===== src/sv/ttw_pkg.sv =====
// Package: types, constants and glyph mapping for the word-wrap layout block.
package ttw_pkg;

  localparam int MaxWidth = 32;
  localparam int IdxW     = $clog2(MaxWidth);

  localparam logic [2:0] RegLeft   = 3'd0;
  localparam logic [2:0] RegTop    = 3'd1;
  localparam logic [2:0] RegWidth  = 3'd2;
  localparam logic [2:0] RegHeight = 3'd3;
  localparam logic [2:0] RegPCol   = 3'd4;
  localparam logic [2:0] RegPRow   = 3'd5;
  localparam logic [2:0] RegPEn    = 3'd6;
  localparam logic [2:0] RegBreak  = 3'd7;

  localparam logic [7:0]  ChSpace   = 8'h20;
  localparam logic [7:0]  ChCr      = 8'd13;
  localparam logic [7:0]  ChLf      = 8'd10;
  localparam logic [7:0]  ChNul     = 8'd0;
  localparam logic [13:0] GlyphLow  = 14'h1000;
  localparam logic [13:0] GlyphHigh = 14'h3000;
  localparam logic [13:0] GlyphUnk  = 14'd999;

  typedef struct packed {
    logic [7:0] area_left;
    logic [7:0] area_top;
    logic [5:0] area_width;
    logic [7:0] area_height;
    logic [7:0] probe_col;
    logic [7:0] probe_row;
    logic       probe_enable;
    logic       after_break;
  } cfg_t;

  typedef struct packed {
    logic [7:0]  cell_col;
    logic [7:0]  cell_row;
    logic [5:0]  run_cols;
    logic [7:0]  run_rows;
    logic [13:0] glyph_code;
    logic        page_done;
    logic [31:0] next_offset;
    logic        probe_found;
    logic [31:0] probe_offset;
  } res_t;

  function automatic logic [13:0] glyph_of(input logic [7:0] b);
    logic [13:0] g;
    g = GlyphUnk;
    if (b >= 8'h30 && b <= 8'h39) g = 14'(b - 8'h30) + 14'd10;
    else if (b >= 8'h61 && b <= 8'h7a) g = GlyphLow + {5'd0, 5'(b - 8'h61), 4'd0};
    else if (b >= 8'h41 && b <= 8'h5a) g = GlyphHigh + {5'd0, 5'(b - 8'h41), 4'd0};
    else begin
      unique case (b)
        8'h20:   g = 14'd0;
        8'h5f:   g = 14'd1;
        8'h2d:   g = 14'd2;
        8'h2e:   g = 14'd3;
        8'h2c:   g = 14'd4;
        8'h2f:   g = 14'd5;
        8'h5c:   g = 14'd6;
        8'h3a:   g = 14'd7;
        8'h3b:   g = 14'd8;
        8'h40:   g = 14'd9;
        default: g = GlyphUnk;
      endcase
    end
    return g;
  endfunction

endpackage


===== src/sv/ttw_if.sv =====
// Interfaces: input byte channel and result channel.
interface ttw_in_if;
  logic       valid;
  logic       ready;
  logic [7:0] text_byte;
  logic       begin_page;
  modport source (output valid, text_byte, begin_page, input ready);
  modport sink (input valid, text_byte, begin_page, output ready);
endinterface

interface ttw_out_if;
  logic        valid;
  logic        ready;
  logic [7:0]  cell_col;
  logic [7:0]  cell_row;
  logic [5:0]  run_cols;
  logic [7:0]  run_rows;
  logic [13:0] glyph_code;
  logic        page_done;
  logic [31:0] next_offset;
  logic        probe_found;
  logic [31:0] probe_offset;
  logic        run_last;
  modport source (output valid, cell_col, cell_row, run_cols, run_rows, glyph_code,
                  page_done, next_offset, probe_found, probe_offset, run_last,
                  input ready);
  modport sink (input valid, cell_col, cell_row, run_cols, run_rows, glyph_code,
                page_done, next_offset, probe_found, probe_offset, run_last,
                output ready);
endinterface


===== src/sv/ttw_cfg.sv =====
// Configuration register file behind the APB-style port.
module ttw_cfg (
  input  logic           clk_i,
  input  logic           rst_ni,
  input  logic           psel,
  input  logic           penable,
  input  logic           pwrite,
  input  logic [4:0]     paddr,
  input  logic [31:0]    pwdata,
  output logic [31:0]    prdata,
  output logic           pready,
  output ttw_pkg::cfg_t  cfg_o
);

  ttw_pkg::cfg_t cfg_q;
  logic [2:0]    idx;

  assign idx    = paddr[4:2];
  assign pready = 1'b1;
  assign cfg_o  = cfg_q;

  always_ff @(posedge clk_i or negedge rst_ni) begin
    if (!rst_ni) begin
      cfg_q.area_left    <= 8'd0;
      cfg_q.area_top     <= 8'd0;
      cfg_q.area_width   <= 6'd16;
      cfg_q.area_height  <= 8'd1;
      cfg_q.probe_col    <= 8'd0;
      cfg_q.probe_row    <= 8'd0;
      cfg_q.probe_enable <= 1'b0;
      cfg_q.after_break  <= 1'b1;
    end else if (psel && penable && pwrite) begin
      unique case (idx)
        ttw_pkg::RegLeft:   cfg_q.area_left    <= pwdata[7:0];
        ttw_pkg::RegTop:    cfg_q.area_top     <= pwdata[7:0];
        ttw_pkg::RegWidth:  cfg_q.area_width   <= pwdata[5:0];
        ttw_pkg::RegHeight: cfg_q.area_height  <= pwdata[7:0];
        ttw_pkg::RegPCol:   cfg_q.probe_col    <= pwdata[7:0];
        ttw_pkg::RegPRow:   cfg_q.probe_row    <= pwdata[7:0];
        ttw_pkg::RegPEn:    cfg_q.probe_enable <= pwdata[0];
        ttw_pkg::RegBreak:  cfg_q.after_break  <= pwdata[0];
        default: ;
      endcase
    end
  end

  always_comb begin
    unique case (idx)
      ttw_pkg::RegLeft:   prdata = {24'd0, cfg_q.area_left};
      ttw_pkg::RegTop:    prdata = {24'd0, cfg_q.area_top};
      ttw_pkg::RegWidth:  prdata = {26'd0, cfg_q.area_width};
      ttw_pkg::RegHeight: prdata = {24'd0, cfg_q.area_height};
      ttw_pkg::RegPCol:   prdata = {24'd0, cfg_q.probe_col};
      ttw_pkg::RegPRow:   prdata = {24'd0, cfg_q.probe_row};
      ttw_pkg::RegPEn:    prdata = {31'd0, cfg_q.probe_enable};
      ttw_pkg::RegBreak:  prdata = {31'd0, cfg_q.after_break};
      default:            prdata = 32'd0;
    endcase
  end

endmodule


===== src/sv/text_word_wrap_layout.sv =====
// Top level: word-wrapping text layout sequencer with result hold stage.
//
//  channel  | dir | handshake      | payload
//  in_i     | in  | valid/ready    | text_byte, begin_page
//  out_o    | out | valid/ready    | cell run or status, run_last
//  apb      | in  | psel/penable   | eight configuration registers
//
// Each item runs through an accept step, decision steps, one step per replayed
// glyph of a wrapped word and a closing step. Reset clears the layout state;
// the word store needs no clearing. A result waiting on a busy output slot
// holds the sequencer; ready is high only between items.
module text_word_wrap_layout (
  input  logic         clk_i,
  input  logic         rst_ni,
  ttw_in_if.sink       in_i,
  ttw_out_if.source    out_o,
  input  logic         psel,
  input  logic         penable,
  input  logic         pwrite,
  input  logic [4:0]   paddr,
  input  logic [31:0]  pwdata,
  output logic [31:0]  prdata,
  output logic         pready
);

  typedef enum logic [3:0] {
    S_IDLE, S_TOP, S_CHK, S_RF1, S_RF2, S_REPLAY, S_TRIM, S_BODY,
    S_Z2, S_ZF, S_NL, S_NLCHK, S_END
  } state_e;

  localparam int IdxW = ttw_pkg::IdxW;

  ttw_pkg::cfg_t cfg;

  ttw_cfg u_cfg (
    .clk_i, .rst_ni, .psel, .penable, .pwrite, .paddr, .pwdata, .prdata, .pready,
    .cfg_o(cfg)
  );

  state_e       state_q, state_d;
  logic [7:0]   b_q, b_d;
  logic [31:0]  off_q, off_d;
  logic         wrap_q, wrap_d;
  logic [5:0]   n_q, n_d, i_q, i_d;
  logic [7:0]   col_q, col_d, row_q, row_d;
  logic [5:0]   wlen_q, wlen_d, ssc_q, ssc_d;
  logic [31:0]  wso_q, wso_d, boff_q, boff_d;
  logic         ss_q, ss_d, rfp_q, rfp_d, trim_q, trim_d, crp_q, crp_d;
  logic         pover_q, pover_d;
  logic [32:0]  phit_q, phit_d;
  ttw_pkg::res_t hold_q, hold_d, out_q, res;
  logic         hold_v_q, hold_v_d, ov_q, last_q;
  logic         em, stall, slot_ok;

  logic [13:0]  wg_q [ttw_pkg::MaxWidth];
  logic         wg_we;
  logic [IdxW-1:0] wg_idx;
  logic [13:0]  g;
  logic [5:0]   w;
  logic [7:0]   h;
  logic [8:0]   ac, ar;
  logic         hit;

  assign w = (cfg.area_width > 6'(ttw_pkg::MaxWidth)) ? 6'(ttw_pkg::MaxWidth)
                                                       : cfg.area_width;
  assign h   = cfg.area_height;
  assign g   = ttw_pkg::glyph_of(b_q);
  assign ac  = {1'b0, cfg.area_left} + {1'b0, col_q};
  assign ar  = {1'b0, cfg.area_top} + {1'b0, row_q};
  assign hit = cfg.probe_enable && ac == {1'b0, cfg.probe_col} &&
               ar == {1'b0, cfg.probe_row};
  assign slot_ok = !ov_q || out_o.ready;
  assign stall   = (em || state_q == S_END) && hold_v_q && !slot_ok;

  assign in_i.ready = (state_q == S_IDLE);

  assign out_o.valid        = ov_q;
  assign out_o.cell_col     = out_q.cell_col;
  assign out_o.cell_row     = out_q.cell_row;
  assign out_o.run_cols     = out_q.run_cols;
  assign out_o.run_rows     = out_q.run_rows;
  assign out_o.glyph_code   = out_q.glyph_code;
  assign out_o.page_done    = out_q.page_done;
  assign out_o.next_offset  = out_q.next_offset;
  assign out_o.probe_found  = out_q.probe_found;
  assign out_o.probe_offset = out_q.probe_offset;
  assign out_o.run_last     = last_q;

  always_comb begin
    state_d = state_q; b_d = b_q; off_d = off_q; wrap_d = wrap_q; n_d = n_q; i_d = i_q;
    col_d = col_q; row_d = row_q; wlen_d = wlen_q; ssc_d = ssc_q; wso_d = wso_q;
    boff_d = boff_q; ss_d = ss_q; rfp_d = rfp_q; trim_d = trim_q; crp_d = crp_q;
    pover_d = pover_q; phit_d = phit_q; hold_d = hold_q; hold_v_d = hold_v_q;
    em = 1'b0; res = '0; wg_we = 1'b0; wg_idx = wlen_q[IdxW-1:0];

    unique case (state_q)
      S_IDLE: begin
        if (in_i.valid) begin
          b_d = in_i.text_byte;
          if (in_i.begin_page) begin
            row_d = 8'd0; col_d = 8'd0; ss_d = 1'b0; ssc_d = 6'd0; wlen_d = 6'd0;
            wso_d = 32'd0; boff_d = 32'd0; rfp_d = 1'b0; crp_d = 1'b0;
            pover_d = 1'b0; phit_d = 33'd0; trim_d = !cfg.after_break;
          end
          state_d = S_TOP;
        end
      end
      S_TOP: begin
        if (pover_q || w == 6'd0 || h == 8'd0) begin
          em = 1'b1; res.page_done = 1'b1; res.next_offset = boff_q;
          pover_d = 1'b1; state_d = S_END;
        end else begin
          off_d = boff_q; boff_d = boff_q + 32'd1;
          if (crp_q) begin
            crp_d = 1'b0;
            if (b_q == ttw_pkg::ChLf) begin
              if (row_q >= h) begin
                em = 1'b1; res.next_offset = boff_q + 32'd1;
              end
              state_d = S_END;
            end else if (row_q >= h) begin
              em = 1'b1; res.next_offset = boff_q; state_d = S_END;
            end else begin
              state_d = S_TRIM;
            end
          end else if (rfp_q) begin
            rfp_d = 1'b0;
            wrap_d = ss_q && g != 14'd0 && wlen_q != 6'd0 && wlen_q < w && ssc_q < w;
            state_d = S_RF1;
          end else if (row_q >= h) begin
            em = 1'b1; res.next_offset = boff_q; state_d = S_END;
          end else if (col_q >= {2'b0, w}) begin
            row_d = row_q + 8'd1; col_d = 8'd0; ss_d = 1'b0; ssc_d = 6'd0;
            wlen_d = 6'd0; state_d = S_CHK;
          end else begin
            state_d = S_TRIM;
          end
          if (em) begin
            res.page_done = 1'b1; pover_d = 1'b1; boff_d = res.next_offset;
          end
        end
        res.probe_found = phit_q[32]; res.probe_offset = phit_q[31:0];
      end
      S_CHK: begin
        if (row_q >= h) begin
          em = 1'b1; res.next_offset = off_q; state_d = S_END;
        end else begin
          state_d = S_TRIM;
        end
      end
      S_RF1: begin
        if (wrap_q) begin
          em = 1'b1; res.cell_col = cfg.area_left + {2'b0, ssc_q};
          res.cell_row = ar[7:0]; res.run_cols = w - ssc_q; res.run_rows = 8'd1;
        end
        row_d = row_q + 8'd1; state_d = S_RF2;
      end
      S_RF2: begin
        if (row_q >= h) begin
          em = 1'b1; res.next_offset = wrap_q ? wso_q : off_q; state_d = S_END;
        end else begin
          n_d = wlen_q; col_d = 8'd0; ss_d = 1'b0; ssc_d = 6'd0; wlen_d = 6'd0;
          trim_d = 1'b0; i_d = 6'd0;
          if (wrap_q) state_d = S_REPLAY;
          else if (b_q == ttw_pkg::ChSpace) state_d = S_END;
          else state_d = S_TRIM;
        end
      end
      S_REPLAY: begin
        if (i_q < n_q) begin
          if (hit) phit_d = {1'b1, wso_q + {26'd0, i_q}};
          em = 1'b1; res.cell_col = ac[7:0]; res.cell_row = ar[7:0];
          res.run_cols = 6'd1; res.run_rows = 8'd1; res.glyph_code = wg_q[i_q[IdxW-1:0]];
          col_d = col_q + 8'd1;
          if (col_q + 8'd1 >= {2'b0, w}) rfp_d = 1'b1;
          i_d = i_q + 6'd1;
        end else begin
          state_d = S_TRIM;
        end
      end
      S_TRIM: begin
        if (trim_q) begin
          trim_d = 1'b0;
          state_d = (b_q == ttw_pkg::ChSpace) ? S_END : S_BODY;
        end else begin
          state_d = S_BODY;
        end
      end
      S_BODY: begin
        if (b_q == ttw_pkg::ChNul) begin
          if (off_q == 32'd0) begin
            em = 1'b1; res.next_offset = 32'd0; state_d = S_END;
          end else begin
            if (col_q < {2'b0, w}) begin
              em = 1'b1; res.cell_col = ac[7:0]; res.cell_row = ar[7:0];
              res.run_cols = w - col_q[5:0]; res.run_rows = 8'd1;
            end
            state_d = S_Z2;
          end
        end else if (b_q == ttw_pkg::ChCr || b_q == ttw_pkg::ChLf) begin
          if (col_q < {2'b0, w}) begin
            em = 1'b1; res.cell_col = ac[7:0]; res.cell_row = ar[7:0];
            res.run_cols = w - col_q[5:0]; res.run_rows = 8'd1;
          end
          state_d = S_NL;
        end else begin
          if (g == 14'd0) begin
            ss_d = 1'b1; ssc_d = col_q[5:0] + 6'd1; wlen_d = 6'd0; wso_d = off_q + 32'd1;
          end else if (ss_q) begin
            if (wlen_q < 6'(ttw_pkg::MaxWidth)) wg_we = 1'b1;
            wlen_d = wlen_q + 6'd1;
          end
          if (hit) phit_d = {1'b1, off_q};
          em = 1'b1; res.cell_col = ac[7:0]; res.cell_row = ar[7:0];
          res.run_cols = 6'd1; res.run_rows = 8'd1; res.glyph_code = g;
          col_d = col_q + 8'd1;
          if (col_q + 8'd1 >= {2'b0, w}) rfp_d = 1'b1;
          state_d = S_END;
        end
      end
      S_Z2: begin
        if ({1'b0, row_q} + 9'd1 < {1'b0, h}) begin
          em = 1'b1; res.cell_col = cfg.area_left; res.cell_row = ar[7:0] + 8'd1;
          res.run_cols = w; res.run_rows = h - row_q - 8'd1;
        end
        state_d = S_ZF;
      end
      S_ZF: begin
        em = 1'b1; res.next_offset = off_q + 32'd1; state_d = S_END;
      end
      S_NL: begin
        row_d = row_q + 8'd1; col_d = 8'd0; ss_d = 1'b0; ssc_d = 6'd0; wlen_d = 6'd0;
        if (b_q == ttw_pkg::ChCr) begin
          crp_d = 1'b1; state_d = S_END;
        end else begin
          state_d = S_NLCHK;
        end
      end
      S_NLCHK: begin
        if (row_q >= h) begin
          em = 1'b1; res.next_offset = off_q + 32'd1;
        end
        state_d = S_END;
      end
      S_END: begin
        hold_v_d = 1'b0; state_d = S_IDLE;
      end
      default: state_d = S_IDLE;
    endcase

    if (em && state_q != S_TOP && res.run_cols == 6'd0) begin
      res.page_done = 1'b1; res.probe_found = phit_q[32];
      res.probe_offset = phit_q[31:0]; pover_d = 1'b1; boff_d = res.next_offset;
    end
    if (em && res.run_cols != 6'd0) begin
      res.page_done = 1'b0; res.probe_found = 1'b0; res.probe_offset = 32'd0;
    end
    if (em) begin
      hold_d = res; hold_v_d = 1'b1;
    end
  end

  always_ff @(posedge clk_i) begin
    if (wg_we && !stall) wg_q[wg_idx] <= g;
  end

  always_ff @(posedge clk_i or negedge rst_ni) begin
    if (!rst_ni) begin
      state_q <= S_IDLE; col_q <= 8'd0; row_q <= 8'd0; wlen_q <= 6'd0;
      ssc_q <= 6'd0; wso_q <= 32'd0; boff_q <= 32'd0; ss_q <= 1'b0;
      rfp_q <= 1'b0; trim_q <= 1'b0; crp_q <= 1'b0; pover_q <= 1'b0;
      phit_q <= 33'd0; hold_v_q <= 1'b0; ov_q <= 1'b0; last_q <= 1'b0;
      b_q <= 8'd0; off_q <= 32'd0; wrap_q <= 1'b0; n_q <= 6'd0; i_q <= 6'd0;
      hold_q <= '0; out_q <= '0;
    end else begin
      if (!stall) begin
        state_q <= state_d; b_q <= b_d; off_q <= off_d; wrap_q <= wrap_d;
        n_q <= n_d; i_q <= i_d; col_q <= col_d; row_q <= row_d; wlen_q <= wlen_d;
        ssc_q <= ssc_d; wso_q <= wso_d; boff_q <= boff_d; ss_q <= ss_d;
        rfp_q <= rfp_d; trim_q <= trim_d; crp_q <= crp_d; pover_q <= pover_d;
        phit_q <= phit_d; hold_q <= hold_d; hold_v_q <= hold_v_d;
      end
      if (!stall && (em || state_q == S_END) && hold_v_q) begin
        out_q  <= hold_q;
        last_q <= (state_q == S_END);
        ov_q   <= 1'b1;
      end else if (out_o.ready) begin
        ov_q <= 1'b0;
      end
    end
  end

endmodule

===== src/flat_wrapper.sv =====
// flat-port wrapper written by rule: the top's interface ports become plain ports
module text_word_wrap_layout_flat 
  (clk_i, rst_ni, psel, penable, pwrite, paddr, pwdata, prdata, pready, in_i_valid, in_i_text_byte, in_i_begin_page, in_i_ready, out_o_valid, out_o_cell_col, out_o_cell_row, out_o_run_cols, out_o_run_rows, out_o_glyph_code, out_o_page_done, out_o_next_offset, out_o_probe_found, out_o_probe_offset, out_o_run_last, out_o_ready);
  ttw_in_if in_i_i ();
  ttw_out_if out_o_i ();
  input  logic clk_i;
  input  logic rst_ni;
  input  logic psel;
  input  logic penable;
  input  logic pwrite;
  input  logic [4:0] paddr;
  input  logic [31:0] pwdata;
  output logic [31:0] prdata;
  output logic pready;
  input wire logic [$bits(in_i_i.valid)-1:0] in_i_valid;
  input wire logic [$bits(in_i_i.text_byte)-1:0] in_i_text_byte;
  input wire logic [$bits(in_i_i.begin_page)-1:0] in_i_begin_page;
  output wire logic [$bits(in_i_i.ready)-1:0] in_i_ready;
  output wire logic [$bits(out_o_i.valid)-1:0] out_o_valid;
  output wire logic [$bits(out_o_i.cell_col)-1:0] out_o_cell_col;
  output wire logic [$bits(out_o_i.cell_row)-1:0] out_o_cell_row;
  output wire logic [$bits(out_o_i.run_cols)-1:0] out_o_run_cols;
  output wire logic [$bits(out_o_i.run_rows)-1:0] out_o_run_rows;
  output wire logic [$bits(out_o_i.glyph_code)-1:0] out_o_glyph_code;
  output wire logic [$bits(out_o_i.page_done)-1:0] out_o_page_done;
  output wire logic [$bits(out_o_i.next_offset)-1:0] out_o_next_offset;
  output wire logic [$bits(out_o_i.probe_found)-1:0] out_o_probe_found;
  output wire logic [$bits(out_o_i.probe_offset)-1:0] out_o_probe_offset;
  output wire logic [$bits(out_o_i.run_last)-1:0] out_o_run_last;
  input wire logic [$bits(out_o_i.ready)-1:0] out_o_ready;
  assign in_i_i.valid = in_i_valid;
  assign in_i_i.text_byte = in_i_text_byte;
  assign in_i_i.begin_page = in_i_begin_page;
  assign in_i_ready = in_i_i.ready;
  assign out_o_valid = out_o_i.valid;
  assign out_o_cell_col = out_o_i.cell_col;
  assign out_o_cell_row = out_o_i.cell_row;
  assign out_o_run_cols = out_o_i.run_cols;
  assign out_o_run_rows = out_o_i.run_rows;
  assign out_o_glyph_code = out_o_i.glyph_code;
  assign out_o_page_done = out_o_i.page_done;
  assign out_o_next_offset = out_o_i.next_offset;
  assign out_o_probe_found = out_o_i.probe_found;
  assign out_o_probe_offset = out_o_i.probe_offset;
  assign out_o_run_last = out_o_i.run_last;
  assign out_o_i.ready = out_o_ready;
  text_word_wrap_layout u_core (.clk_i(clk_i), .rst_ni(rst_ni), .in_i(in_i_i), .out_o(out_o_i), .psel(psel), .penable(penable), .pwrite(pwrite), .paddr(paddr), .pwdata(pwdata), .prdata(prdata), .pready(pready));
endmodule

===== config.mk =====
export PLATFORM = sky130hd
export DESIGN_NAME = text_word_wrap_layout_flat
export DESIGN_NICKNAME = d
export VERILOG_FILES = /design/src/sv/ttw_pkg.sv /design/src/sv/ttw_if.sv /design/src/sv/ttw_cfg.sv /design/src/sv/text_word_wrap_layout.sv /design/src/flat_wrapper.sv
export SDC_FILE = /design/constraint.sdc
export NUM_CORES = 2
export LEC_CHECK = 0
export ABC_AREA = 1
export BUFFER_PORTS_ARGS = -buffer_cell sky130_fd_sc_hd__buf_2
export CAP_MARGIN = 30
export CORE_UTILIZATION = 45
export CTS_BUF_LIST = sky130_fd_sc_hd__clkbuf_4 sky130_fd_sc_hd__clkbuf_8 sky130_fd_sc_hd__clkbuf_16
export CTS_CLUSTER_DIAMETER = 100
export DETAILED_ROUTE_END_ITERATION = 12
export PLACE_DENSITY = 0.75
export SYNTH_ARGS = -nofsm -noshare
export SYNTH_HDL_FRONTEND = slang
export SYNTH_SLANG_ARGS = --single-unit

===== constraint.sdc =====
create_clock -name clk_i -period 3.5 [get_ports clk_i]
set_input_delay 0.525 -clock clk_i [delete_from_list [all_inputs] [get_ports clk_i]]
set_output_delay 0.525 -clock clk_i [all_outputs]
set_load 0.05 [all_outputs]

==> results.md <==
- Filler cells: 9,219
- P_leak: 23.47 nW
- Max Root-Sink Buffers: 3
- Remaining global-route overflow: 0
- TritonCTS Buffers: 96
- Fin Clk Skew: 0.06569 ns
- Die Span Y: 324.6 um
- Critical path startpoint: u_core.row_q[0]$_DFFE_PN0P_
- Crit path launch type: register
- CP delay by family, top: buffers and inverters
- M1 wire length: 60.80 mm
- Total routed wirelength: 143.6 mm
- Rows: 117
- Layout Nets: 5,711
- GRT Overall Usage: 26.63%
- CP Data Required Time: 4.12 ns
- Core ar.: 0.1025 mm2
- Arrival time worst endpoint: 3.94 ns
- Initial antenna violation count: 3
- Largest net degree at the start of global routing: 172
- Worst skew pair latency: 0.73 ns
- Sequential cell area fraction in the yosys report: 53.19%
- CP Class: register to register
- Worst ir drop on vdd: 0.8070 mV
- Async SR Flop Fraction: 50.55%
- Synthesis Warnings: 0
- Count of clock tree sinks: 906
- R2r setup slk: 0.18 ns
- Post-synthesis register bit count: 906
- Routed WL per cell: 20.55 um
- Top Layer Used: met5
- Crit path buf inv count: 5
- Synth cell types: 67
- Slowest Stage Delay on Critical Path: 0.43 ns
- Register Area: 0.02493 mm2
- Area after DPL: 0.05070 mm2
- Hpwl dp: 100.7 mm
- Share of cells above drive strength 1: 13.90%
- Htree depth: 3
- Worst slew pin tran: 0.9715 ns
- Clock Pin Slew Worst Setup and Hold Paths: 0.06 ns
- Hold EP: u_core.u_cfg.cfg_o[5]$_DFFE_PN0P_
- RSZ-0062 raised after global routing: true
- Vias in the first global route: 37,520
- Multi-input gate area: 0.01934 mm2
- Vias: 39,470
- Outcome: complete, no violations
- Buffers added on ports: 147
- Total iterations of the first detailed-routing run: 7
- Final hold violation count: 0
- IO Pins: 199
- Dominant synthesized flop cell: dfrtp_1
- Total power: 43.12 mW
- Die footprint: 0.1054 mm2
- Worst path slowest cell: dfrtp_2
- Crit share post-route: 94.76%
- Max_cap viols: 0
- CP Capture Type: register
- Horiz. Die Dim: 324.6 um
- CTS Root Cell: clkbuf_16
- WL met2: 65.48 mm
- Area Growth Syn to Fin: 16.08%
- GP Congestion: 0.9551
- Reg-to-reg endpoint: u_core.phit_q[9]$_DFFE_PN0P_
- DRC viols: 0
- DRT iter0 DRCs: 4,250
- Final setup violation count: 0
- Hold path cells: 3
- First-pass GRT wire length: 220.3 mm
- Routed met3 length: 12.42 mm
- Post-Syn Area: 0.04684 mm2
- Hold crit path type: input pin to register
- Fmax: 301.5 MHz
- Pins Over Slew Limit: 0
- Critical path peak fanout: 16
- Placed instance count: 6,793
- EDFF count, synth: 448
- Ant diodes: 0
- Post-route insts no fill: 6,988
- Vias/cell: 5.648
- CTS tree: done
- Avg Cell Area, Syn: 8.813 um2
- Final instance area: 0.05438 mm2
- Reg2reg start: u_core.row_q[0]$_DFFE_PN0P_
- Hold path start: pwdata[3]
- Worst rel slew slack: 35.17%
- Cell mode on critical path: nand3_1
- Final setup TNS: 0 ns
- Final ANT Viol Nets: 0
- Initial Utilization: 45.71%
- Critical-path cell list: buf_4 > buf_4 > ha_2 > fa_2 > nand3_1 > nand2_1 > xor2_1 > o21ai_0 > nor2_1 > nand3_1 > nor2_1 > nand3_1 > buf_4 > a21oi_4 > buf_6 > clkbuf_16 > nand3_1 > nand2_1
- Pwr Density: 793.0 mW/mm2
- Period minus WS final: 3.317 ns
- R2r worst-path depth: 18
- Post-Synthesis Cells: 5,315
## tightest hold or removal path, stage by stage
cell and delay (ns):
buf_2 0.09, nand2_1 0.04, o21ai_0 0.06
## stage by stage
step	hold WS [ns]	setup slack, ns	utilization [%]
finish	0.05738	0.1833	53.06
global route	0.06380	-0.05366	53.06
CTS	0.02440	0.1042	52.69
detailed placement	0.4657	0.1197	49.47
global placement	0.4608	0.1628	49.47
floorplan	0.2294	-0.1492	-
## Yosys cell counts (27+ instances only)
| cell | n | area share, % |
|---|---|---|
| o22ai_1 | 27 | 0.36 |
| buf_4 | 36 | 0.58 |
| o21ai_0 | 381 | 4.1 |
| clkbuf_1 | 172 | 1.4 |
| ha_1 | 109 | 2.9 |
| o211ai_1 | 68 | 1.1 |
| nor2_1 | 352 | 2.8 |
| nand2_1 | 1545 | 12 |
| dfrtp_1 | 455 | 24 |
| xor2_1 | 73 | 1.4 |
| mux2_2 | 54 | 1.3 |
| nand3_1 | 265 | 2.8 |
| nand4_1 | 91 | 1.2 |
| inv_1 | 398 | 3.2 |
| nor3_1 | 87 | 0.93 |
| buf_2 | 54 | 0.58 |
| a32o_1 | 36 | 0.77 |
| edfxtp_1 | 448 | 29 |
| a21oi_1 | 298 | 3.2 |
| a22oi_1 | 47 | 0.75 |
## routing by layer
layer  global-route usage (%)  vias up
met5                        0        -
met4                    9.014        6
met3                    4.678      282
met2                    41.93     1812
met1                    37.12    18860
li1                         -    18510
## placed cells by master, fill, tap and decap left out, types with 27 or more instances in the layout
master,Yosys,layout
a21oi_1,298,297
a22oi_1,47,47
a32o_1,36,36
buf_12,0,65
buf_2,54,146
buf_4,36,168
clkbuf_16,0,101
dfrtp_1,455,448
edfxtp_1,448,448
ha_1,109,105
inv_1,398,393
inv_2,24,28
mux2_2,54,54
nand2_1,1545,1538
nand3_1,265,263
nand4_1,91,91
nor2_1,352,313
nor2_2,10,43
nor3_1,87,84
o211ai_1,68,68
o21ai_0,381,381
o22ai_1,27,27
xor2_1,73,73
## power by group
part	total, mW	internal [mW]	switching, mW
logic	18.2	5.39	12.8
clock network	10.4	5.88	4.56
registers	14.5	13.4	1.14
## worst max path at each step
stage,end,cells past startpoint
after floorplan,u_core.wg_q[12][0]$_DFFE_PP_,20
after global placement,u_core.ssc_q[3]$_DFFE_PN0P_,17
after detailed placement,u_core.wg_q[1][6]$_DFFE_PP_,16
after CTS,u_core.wso_q[29]$_DFFE_PN0P_,17
after global routing,u_core.wg_q[16][6]$_DFFE_PP_,21
final,u_core.phit_q[9]$_DFFE_PN0P_,18
## cell type report
type / instances / area share [%]
timing repair buffer: 393 / 6.457
tap: 1368 / 3.148
clock inverter: 63 / 1.263
clock buffer: 113 / 4.754
sequential: 906 / 45.84
inverter: 426 / 2.964
multi-input combinational: 3719 / 35.57
## sequential cells by signal, summed over array words and instances, names as in the netlist, 8 cells and up
register / flops
u_core.out_o.cell_col: 8
u_core.off_q: 32
u_core.out_o.probe_offset: 32
u_core.out_o.next_offset: 32
u_core.phit_q: 33
u_core.out_o.cell_row: 8
u_core.out_o.glyph_code: 14
u_core.hold_q: 110
u_core.b_q: 8
u_core.wg_q: 448
u_core.out_o.run_rows: 8
u_core.boff_q: 32
u_core.wso_q: 32
u_core.col_q: 8
u_core.u_cfg.cfg_o: 48
u_core.row_q: 8
## logic make-up (layout without fill, tap and decap cells)
| kind of cell | after synthesis | in the layout | share of synthesized area [%] |
|---|---|---|---|
| multiplexers | 54 | 54 | 1.298 |
| flip-flops | 906 | 906 | 53.19 |
| XOR/XNOR | 88 | 88 | 1.645 |
| buffers and inverters | 713 | 995 | 6.282 |
| AND/OR/NAND/NOR | 2438 | 2438 | 21.70 |
| AO/OA/AOI/OAI | 998 | 998 | 12.65 |
| other | 2 | 25 | 0.01603 |
| adder cells (fa/ha/maj) | 116 | 116 | 3.211 |
## repair_timing
| action | 4_1_cts | 5_1_grt |
|---|---|---|
| hold endpoints to repair | 64 | 0 |
| hold buffers | 2 | 0 |
| buffers inserted | 0 | 12 |
| setup endpoints to repair | 0 | 777 |
| resized for setup | 0 | 44 |
(Power assumes the default switching activity.)
